`src/rtl/dlfp_pkg.sv`:
```
// Shared types and constants for the decimal length frame parser.
// Depends on nothing; imported by every module of the block.
`default_nettype none

package dlfp_pkg;

  localparam int LENGTH_WIDTH_DEF = 24;
  localparam int CFG_WIDTH        = 24;
  localparam logic [CFG_WIDTH-1:0] MAX_LENGTH_RESET = 24'd10485760;

  localparam logic [7:0] CHAR_M     = 8'h4D;
  localparam logic [7:0] CHAR_L     = 8'h4C;
  localparam logic [7:0] CHAR_ZERO  = 8'h30;
  localparam logic [7:0] CHAR_NINE  = 8'h39;

  typedef enum logic [2:0] {
    ST_PAYLOAD     = 3'd0,
    ST_BAD_PREFIX  = 3'd1,
    ST_NO_DIGITS   = 3'd2,
    ST_ZERO_LENGTH = 3'd3,
    ST_TOO_LARGE   = 3'd4
  } status_t;

  typedef enum logic [3:0] {
    PH_PREFIX1 = 4'b0001,
    PH_PREFIX2 = 4'b0010,
    PH_DIGITS  = 4'b0100,
    PH_PAYLOAD = 4'b1000
  } phase_t;

  // One result word as produced by the parse step.
  typedef struct packed {
    logic       has_result;
    status_t    status;
    logic [7:0] payload_byte;
    logic       last;
  } res_t;

endpackage

`default_nettype wire

```
`src/rtl/dlfp_in_reg.sv`:
```
// Input register stage: captures one byte word per cycle unless held.
// Depends on dlfp_pkg (no items used beyond the common house import).
`default_nettype none

module dlfp_in_reg
  import dlfp_pkg::*;
(
  input  wire logic       clk,
  input  wire logic       rst_n,
  input  wire logic       hold,
  input  wire logic       in_valid,
  input  wire logic [7:0] in_byte,
  output logic            s1_valid,
  output logic [7:0]      s1_byte
);

  logic       valid_r;
  logic [7:0] byte_r;

  always_ff @(posedge clk) begin
    if (!rst_n) begin
      valid_r <= 1'b0;
    end else if (!hold) begin
      valid_r <= in_valid;
    end
  end

  always_ff @(posedge clk) begin
    if (!hold) begin
      byte_r <= in_byte;
    end
  end

  assign s1_valid = valid_r;
  assign s1_byte  = byte_r;

endmodule

`default_nettype wire

```
`src/rtl/dlfp_parse.sv`:
```
// Frame parsing state and the one-byte step logic.
// Depends on dlfp_pkg for phase, status and result types.
`default_nettype none

module dlfp_parse
  import dlfp_pkg::*;
#(
  parameter int LENGTH_WIDTH = LENGTH_WIDTH_DEF
) (
  input  wire logic                 clk,
  input  wire logic                 rst_n,
  input  wire logic                 advance,
  input  wire logic [7:0]           cur_byte,
  input  wire logic [CFG_WIDTH-1:0] max_length,
  output res_t                      res
);

  localparam int ACCW = LENGTH_WIDTH + 1;
  localparam int MULW = LENGTH_WIDTH + 5;
  localparam int CMPW = (ACCW > CFG_WIDTH) ? ACCW : CFG_WIDTH;
  localparam logic [MULW-1:0] CAP = MULW'(1) << LENGTH_WIDTH;

  phase_t                  phase_r,      phase_nxt;
  logic                    first_ok_r,   first_ok_nxt;
  logic [ACCW-1:0]         acc_r,        acc_nxt;
  logic                    digit_seen_r, digit_seen_nxt;
  logic [LENGTH_WIDTH-1:0] remain_r,     remain_nxt;

  logic                    is_digit;
  logic [MULW-1:0]         acc_ext;
  logic [MULW-1:0]         acc_mac;
  logic [ACCW-1:0]         acc_minus1;
  logic [LENGTH_WIDTH-1:0] remain_dec;

  // acc * 10 + digit as two shifts and adds
  always_comb begin
    is_digit   = (cur_byte >= CHAR_ZERO) && (cur_byte <= CHAR_NINE);
    acc_ext    = MULW'(acc_r);
    acc_mac    = (acc_ext << 3) + (acc_ext << 1) + MULW'(cur_byte - CHAR_ZERO);
    acc_minus1 = acc_r - ACCW'(1);
    remain_dec = (remain_r != '0) ? (remain_r - LENGTH_WIDTH'(1)) : '0;
  end

  always_comb begin
    phase_nxt      = phase_r;
    first_ok_nxt   = first_ok_r;
    acc_nxt        = acc_r;
    digit_seen_nxt = digit_seen_r;
    remain_nxt     = remain_r;
    res            = '{has_result: 1'b0, status: ST_PAYLOAD, payload_byte: 8'd0, last: 1'b0};

    case (phase_r)
      PH_PREFIX1: begin
        first_ok_nxt = (cur_byte == CHAR_M);
        phase_nxt    = PH_PREFIX2;
      end
      PH_PREFIX2: begin
        if (first_ok_r && (cur_byte == CHAR_L)) begin
          acc_nxt        = '0;
          digit_seen_nxt = 1'b0;
          phase_nxt      = PH_DIGITS;
        end else begin
          phase_nxt      = PH_PREFIX1;
          res.has_result = 1'b1;
          res.status     = ST_BAD_PREFIX;
        end
      end
      PH_DIGITS: begin
        if (is_digit) begin
          // saturate one above the largest representable length
          acc_nxt        = (acc_mac > CAP) ? CAP[ACCW-1:0] : acc_mac[ACCW-1:0];
          digit_seen_nxt = 1'b1;
        end else begin
          phase_nxt      = PH_PREFIX1;
          res.has_result = 1'b1;
          if (!digit_seen_r) begin
            res.status = ST_NO_DIGITS;
          end else if (acc_r == '0) begin
            res.status = ST_ZERO_LENGTH;
          end else if (CMPW'(acc_r) > CMPW'(max_length)) begin
            res.status = ST_TOO_LARGE;
          end else begin
            // terminating byte is the first payload byte
            remain_nxt       = acc_minus1[LENGTH_WIDTH-1:0];
            res.status       = ST_PAYLOAD;
            res.payload_byte = cur_byte;
            res.last         = (acc_minus1[LENGTH_WIDTH-1:0] == '0);
            if (acc_minus1[LENGTH_WIDTH-1:0] != '0) begin
              phase_nxt = PH_PAYLOAD;
            end
          end
        end
      end
      PH_PAYLOAD: begin
        remain_nxt       = remain_dec;
        res.has_result   = 1'b1;
        res.status       = ST_PAYLOAD;
        res.payload_byte = cur_byte;
        res.last         = (remain_dec == '0);
        if (remain_dec == '0) begin
          phase_nxt = PH_PREFIX1;
        end
      end
      default: begin
        phase_nxt = PH_PREFIX1;
      end
    endcase
  end

  always_ff @(posedge clk) begin
    if (!rst_n) begin
      phase_r      <= PH_PREFIX1;
      first_ok_r   <= 1'b0;
      acc_r        <= '0;
      digit_seen_r <= 1'b0;
      remain_r     <= '0;
    end else if (advance) begin
      phase_r      <= phase_nxt;
      first_ok_r   <= first_ok_nxt;
      acc_r        <= acc_nxt;
      digit_seen_r <= digit_seen_nxt;
      remain_r     <= remain_nxt;
    end
  end

endmodule

`default_nettype wire

```
`src/rtl/decimal_length_frame_parser.sv`:
```
// Top level of the decimal length frame parser: input stage, parse step,
// result register and the max_length register. Depends on dlfp_pkg,
// dlfp_in_reg and dlfp_parse.
//
//  channel | ports                                              | dir
//  --------+----------------------------------------------------+-----
//  in      | in_valid, in_stall, in_byte                        | in
//  out     | out_valid, out_stall, out_status, out_payload_byte,| out
//          | out_last_of_frame                                  |
//  cfg     | cfg_wr_en, cfg_wr_data (max_length)                | in
//
// One byte word per cycle sustained unless out_stall holds a full result
// register; a taken word is parsed from the input register into the result
// register. A good header and digits give no result word; a bad prefix does.
// Synchronous active-low reset returns the parser to waiting for 'M' and
// loads max_length with 10 MiB.
// out_stall holds the result register; the input stage then stalls only
// once it is also full, so no word is dropped or duplicated.
`default_nettype none

module decimal_length_frame_parser
  import dlfp_pkg::*;
#(
  parameter int LENGTH_WIDTH = LENGTH_WIDTH_DEF
) (
  input  wire logic                 clk,
  input  wire logic                 rst_n,
  input  wire logic                 in_valid,
  output logic                      in_stall,
  input  wire logic [7:0]           in_byte,
  output logic                      out_valid,
  input  wire logic                 out_stall,
  output logic [2:0]                out_status,
  output logic [7:0]                out_payload_byte,
  output logic                      out_last_of_frame,
  input  wire logic                 cfg_wr_en,
  input  wire logic [CFG_WIDTH-1:0] cfg_wr_data
);

  logic                 s1_valid;
  logic [7:0]           s1_byte;
  logic                 out_free;
  logic                 s1_adv;
  res_t                 res;

  logic [CFG_WIDTH-1:0] max_length_r;
  logic                 out_valid_r,  out_valid_nxt;
  logic [2:0]           out_status_r;
  logic [7:0]           out_byte_r;
  logic                 out_last_r;

  // result register can take a word when empty or being drained
  assign out_free = !out_valid_r || !out_stall;
  assign s1_adv   = s1_valid && out_free;
  assign in_stall = s1_valid && !out_free;

  dlfp_in_reg u_in_reg (
    .clk      (clk),
    .rst_n    (rst_n),
    .hold     (in_stall),
    .in_valid (in_valid),
    .in_byte  (in_byte),
    .s1_valid (s1_valid),
    .s1_byte  (s1_byte)
  );

  dlfp_parse #(
    .LENGTH_WIDTH (LENGTH_WIDTH)
  ) u_parse (
    .clk        (clk),
    .rst_n      (rst_n),
    .advance    (s1_adv),
    .cur_byte   (s1_byte),
    .max_length (max_length_r),
    .res        (res)
  );

  always_ff @(posedge clk) begin
    if (!rst_n) begin
      max_length_r <= MAX_LENGTH_RESET;
    end else if (cfg_wr_en) begin
      max_length_r <= cfg_wr_data;
    end
  end

  assign out_valid_nxt = out_free ? (s1_valid && res.has_result) : out_valid_r;

  always_ff @(posedge clk) begin
    if (!rst_n) begin
      out_valid_r <= 1'b0;
    end else begin
      out_valid_r <= out_valid_nxt;
    end
  end

  always_ff @(posedge clk) begin
    if (out_free) begin
      out_status_r <= res.status;
      out_byte_r   <= res.payload_byte;
      out_last_r   <= res.last;
    end
  end

  assign out_valid         = out_valid_r;
  assign out_status        = out_status_r;
  assign out_payload_byte  = out_byte_r;
  assign out_last_of_frame = out_last_r;

  // error words never carry a byte or the end-of-frame mark
  a_err_no_last : assert property (@(posedge clk) disable iff (!rst_n)
    out_valid && (out_status != ST_PAYLOAD) |-> !out_last_of_frame)
    else $error("error word marked last of frame");

  a_err_zero_byte : assert property (@(posedge clk) disable iff (!rst_n)
    out_valid && (out_status != ST_PAYLOAD) |-> (out_payload_byte == 8'd0))
    else $error("error word carries a nonzero byte");

  a_status_range : assert property (@(posedge clk) disable iff (!rst_n)
    out_valid |-> (out_status <= ST_TOO_LARGE))
    else $error("status code out of range");

  a_no_loss : assert property (@(posedge clk) disable iff (!rst_n)
    s1_valid && out_valid && out_stall |=> s1_valid && out_valid)
    else $error("word lost while result stalled");

endmodule

`default_nettype wire

```
`config.mk`:
```
export PLATFORM = sky130hd
export DESIGN_NAME = decimal_length_frame_parser
export DESIGN_NICKNAME = d
export VERILOG_FILES = /design/src/rtl/dlfp_pkg.sv /design/src/rtl/dlfp_in_reg.sv /design/src/rtl/dlfp_parse.sv /design/src/rtl/decimal_length_frame_parser.sv
export SDC_FILE = /design/constraint.sdc
export NUM_CORES = 1
export LEC_CHECK = 0
export ABC_AREA = 1
export BUFFER_PORTS_ARGS = -buffer_cell sky130_fd_sc_hd__buf_2
export CAP_MARGIN = 25
export CORE_UTILIZATION = 40
export CTS_CLUSTER_DIAMETER = 30
export DETAILED_ROUTE_END_ITERATION = 10
export SLEW_MARGIN = 20
export SYNTH_ARGS = -nofsm -noshare
export SYNTH_HDL_FRONTEND = slang
export SYNTH_SLANG_ARGS = --single-unit
export TNS_END_PERCENT = 50
```
`constraint.sdc`:
```
create_clock -name clk -period 3.9 [get_ports clk]
set_input_delay 0.195 -clock clk [delete_from_list [all_inputs] [get_ports clk]]
set_output_delay 0.195 -clock clk [all_outputs]
set_load 0.05 [all_outputs]
```
==> impl_metrics.env <==
export IMPL_dp_hpwl_um=20600
export IMPL_cts_made_buffers=9
export IMPL_cap_viol_max_count=0
export IMPL_synth_most_common_cell="nand2_1"
export IMPL_cts_root_buf="clkbuf_16"
export IMPL_port_buffers=50
export IMPL_drc=0
export IMPL_ys_seq_elements=101
export IMPL_area_growth_pct=12.0
export IMPL_hold_depth=1
export IMPL_dr_total_vias=8999
export IMPL_worstPathRequired_ns=4.19
export IMPL_status="complete, no violations"
export IMPL_dr_pass1_iters=5
export IMPL_synthTopCellsByCount="nand2_1 (386), inv_1 (204), nor2_1 (188), nand3_1 (119), a21oi_1 (114)"
export IMPL_final_nets=1598
export IMPL_syn_nets=1548
export IMPL_cts_max_level=3
export IMPL_synth_edf_count=20
export IMPL_min_path_type="in -> reg"
export IMPL_rows=54
export IMPL_path_max_fanout=25
export IMPL_grt_remaining_overflow=0
export IMPL_fmax_ghz=0.274
export IMPL_crit_type="reg -> reg"
export IMPL_r2r_end="u_parse.acc_r[21]$_SDFFE_PN0P_"
export IMPL_setup_viol=0
export IMPL_syn_area_um2=8950
export IMPL_antenna_found_initial=0
export IMPL_worst_slew_pin_transition_ns=0.800
export IMPL_synth_async_sr_flop_share_pct=0
export IMPL_regToRegSetupSlack_ns=0.25
export IMPL_reg2reg_from="u_in_reg.s1_byte[6]$_DFFE_PN_"
export IMPL_final_cells=1763
export IMPL_p_per_area_nw_per_um2=255
export IMPL_synth_seq_area_share_pct=24.8
export IMPL_peakVddDrop_v=0.000168
export IMPL_core_area_um2=21900
export IMPL_place_inst=1745
export IMPL_arrival_ns=3.94
export IMPL_worstHoldStart="in_byte[3]"
export IMPL_placed_area_um2=9570
export IMPL_wl_per_cell_um=14.6
export IMPL_drv_slew=0
export IMPL_synth_flop_cell="dfxtp_1"
export IMPL_grt_total_usage_pct=23.4
export IMPL_p_leak_uw=0.00512
export IMPL_avgSynthCellArea_um2=6.27
export IMPL_grt_max_degree=46
export IMPL_yosys_area_top_type_share_pct=18.1
export IMPL_via_per_inst=5.10
export IMPL_ant_nets=0
export IMPL_period_minus_slack_ns=3.65
export IMPL_cts_path_max_buffers=2
export IMPL_path_clk_slew_ns=0.08
export IMPL_ios=51
export IMPL_dr_first_iter_drc_count=460
export IMPL_start_kind="register"
export IMPL_clock_skew_final_ns=0.0149
export IMPL_end_kind="register"
export IMPL_drt_wl_total_um=25700
export IMPL_grt_pass1_wl_um=42200
export IMPL_die_h_um=152
export IMPL_drive_gt1_share_pct=8.90
export IMPL_worst_hold_path_endpoint="u_in_reg.s1_byte[3]$_DFFE_PN_"
export IMPL_globalplace_congestion=0.921
export IMPL_netlist_instances=1428
export IMPL_clk_latency_ns=0.36
export IMPL_finalHoldViolCount=0
export IMPL_final_cell_area_um2=10000
export IMPL_worst_r2r_path_depth=19
export IMPL_grt_pass1_vias=8573
export IMPL_antenna_cells=0
export IMPL_die_area_um2=23000
export IMPL_cts_tree="done"
export IMPL_ys_warn_count=0
export IMPL_die_w_um=152
export IMPL_min_period_over_period_pct=93.6
export IMPL_post_route_util_pct=45.8
export IMPL_ys_types=43
export IMPL_synth_top_cells_by_area="dfxtp_1 (18%), nand2_1 (16%), inv_1 (8.6%)"
export IMPL_power_uw=2550
export IMPL_synth_area_leader_cell="dfxtp_1"
export IMPL_relSlewSlack_pct=46.6
export IMPL_cts_setup_buffers=0
export IMPL_cts_sinks=101
export IMPL_start_util_pct=40.9
how the worst max path moves through the flow:
stage | cells past startpoint | endpoint | slack, ns | startpoint
global route | 24 | u_parse.acc_r[13]$_SDFFE_PN0P_ | -0.01 | u_in_reg.s1_byte[4]$_DFFE_PN_
detailed placement | 20 | u_parse.acc_r[21]$_SDFFE_PN0P_ | 0.06 | u_in_reg.s1_byte[5]$_DFFE_PN_
finish | 19 | u_parse.acc_r[21]$_SDFFE_PN0P_ | 0.25 | u_in_reg.s1_byte[6]$_DFFE_PN_
global placement | 20 | u_parse.acc_r[21]$_SDFFE_PN0P_ | 0.09 | u_in_reg.s1_byte[5]$_DFFE_PN_
floorplan | 18 | u_parse.acc_r[20]$_SDFFE_PN0P_ | 0.04 | u_in_reg.s1_byte[4]$_DFFE_PN_
CTS | 20 | u_parse.acc_r[21]$_SDFFE_PN0P_ | 0.02 | u_in_reg.s1_byte[5]$_DFFE_PN_
cell families after synthesis:
group                    Yosys count  share of synthesized area [%]
XOR/XNOR                          23                           2.25
AND/OR/NAND/NOR                  774                           36.9
buffers and inverters            243                           10.7
adder cells (fa/ha/maj)           83                           13.6
AO/OA/AOI/OAI                    203                           11.6
multiplexers                       1                          0.112
flip-flops                       101                           24.8
power by group:
part	switching (uW)	total, uW	internal [uW]
Combinational	359	546	187
Clock	450	900	450
Sequential	16.7	1110	1090
what timing repair did:
action,in CTS,in global routing
endpoints found under the setup margin,0,25
hold buffers,1,0
gates resized for setup,0,22
endpoints found under the hold margin,1,0
layer usage:
layer / wire, um / global-route usage [%]
met1: 12400 / 31.6
met3: 920 / 2.93
met2: 11900 / 38.8
met4: 556 / 7.08
met5: 0 / 0
metrics by stage:
step	setup TNS, ns	worst slack, ns	hold slack (ns)
after floorplan	0	0.0409	0.294
after global placement	0	0.0872	0.375
after detailed placement	0	0.0604	0.379
after CTS	0	0.0186	0.00199
after global routing	-0.0301	-0.0109	0.000311
final	0	0.250	0.00907
placed cells by master (no fill, tap or decap), drive strengths merged, types with 2 or more instances in the layout:
| cell | instances |
|---|---|
| nand2 | 394 |
| inv | 212 |
| nor2 | 194 |
| nand3 | 120 |
| a21oi | 114 |
| dfxtp | 81 |
| o21ai | 79 |
| buf | 69 |
| ha | 59 |
| fa | 24 |
| nand4 | 23 |
| nor3 | 23 |
| xor2 | 20 |
| edfxtp | 20 |
| nand3b | 13 |
| clkbuf | 9 |
| clkinv | 6 |
| xnor2 | 3 |
| and2 | 3 |
| o21bai | 3 |
| o21a | 2 |
sequential cells by signal, indices dropped and copies added, names as in the netlist:
name and count:
u_in_reg.s1_byte 8, u_parse.acc_r 25, out_status 3, out_last_of_frame 1, max_length_r 24, u_parse.remain_r 24
u_in_reg.s1_valid 1, out_payload_byte 8, u_parse.digit_seen_r 1, u_parse.first_ok_r 1, u_parse.phase_r 4, out_valid 1
cell type report:
class	instances	area (um2)
flip-flops and latches	101	2220
multi-input cells	1084	5910
fillers	2361	11900
well taps	280	350
clock buffers	9	225
clock inverters	7	65.1
repair buffers	70	460
inverters	212	796
critical path, stage by stage, from the launching register on:
cell and delay (ns):
edfxtp_1 0.45, nor2_2 0.16, inv_1 0.08, nor2_2 0.13, buf_12 0.19, fa_1 0.44
ha_1 0.46, nand2_1 0.17, nor3_2 0.29, nand3_1 0.21, nand3_1 0.13, nand2_1 0.05
nand2_1 0.05, nand2_1 0.07, nor2_2 0.13, buf_12 0.18, nand3_1 0.08, nor2_1 0.09
nand2_1 0.05, a21oi_1 0.10
Power figures use the tool's default switching activity.
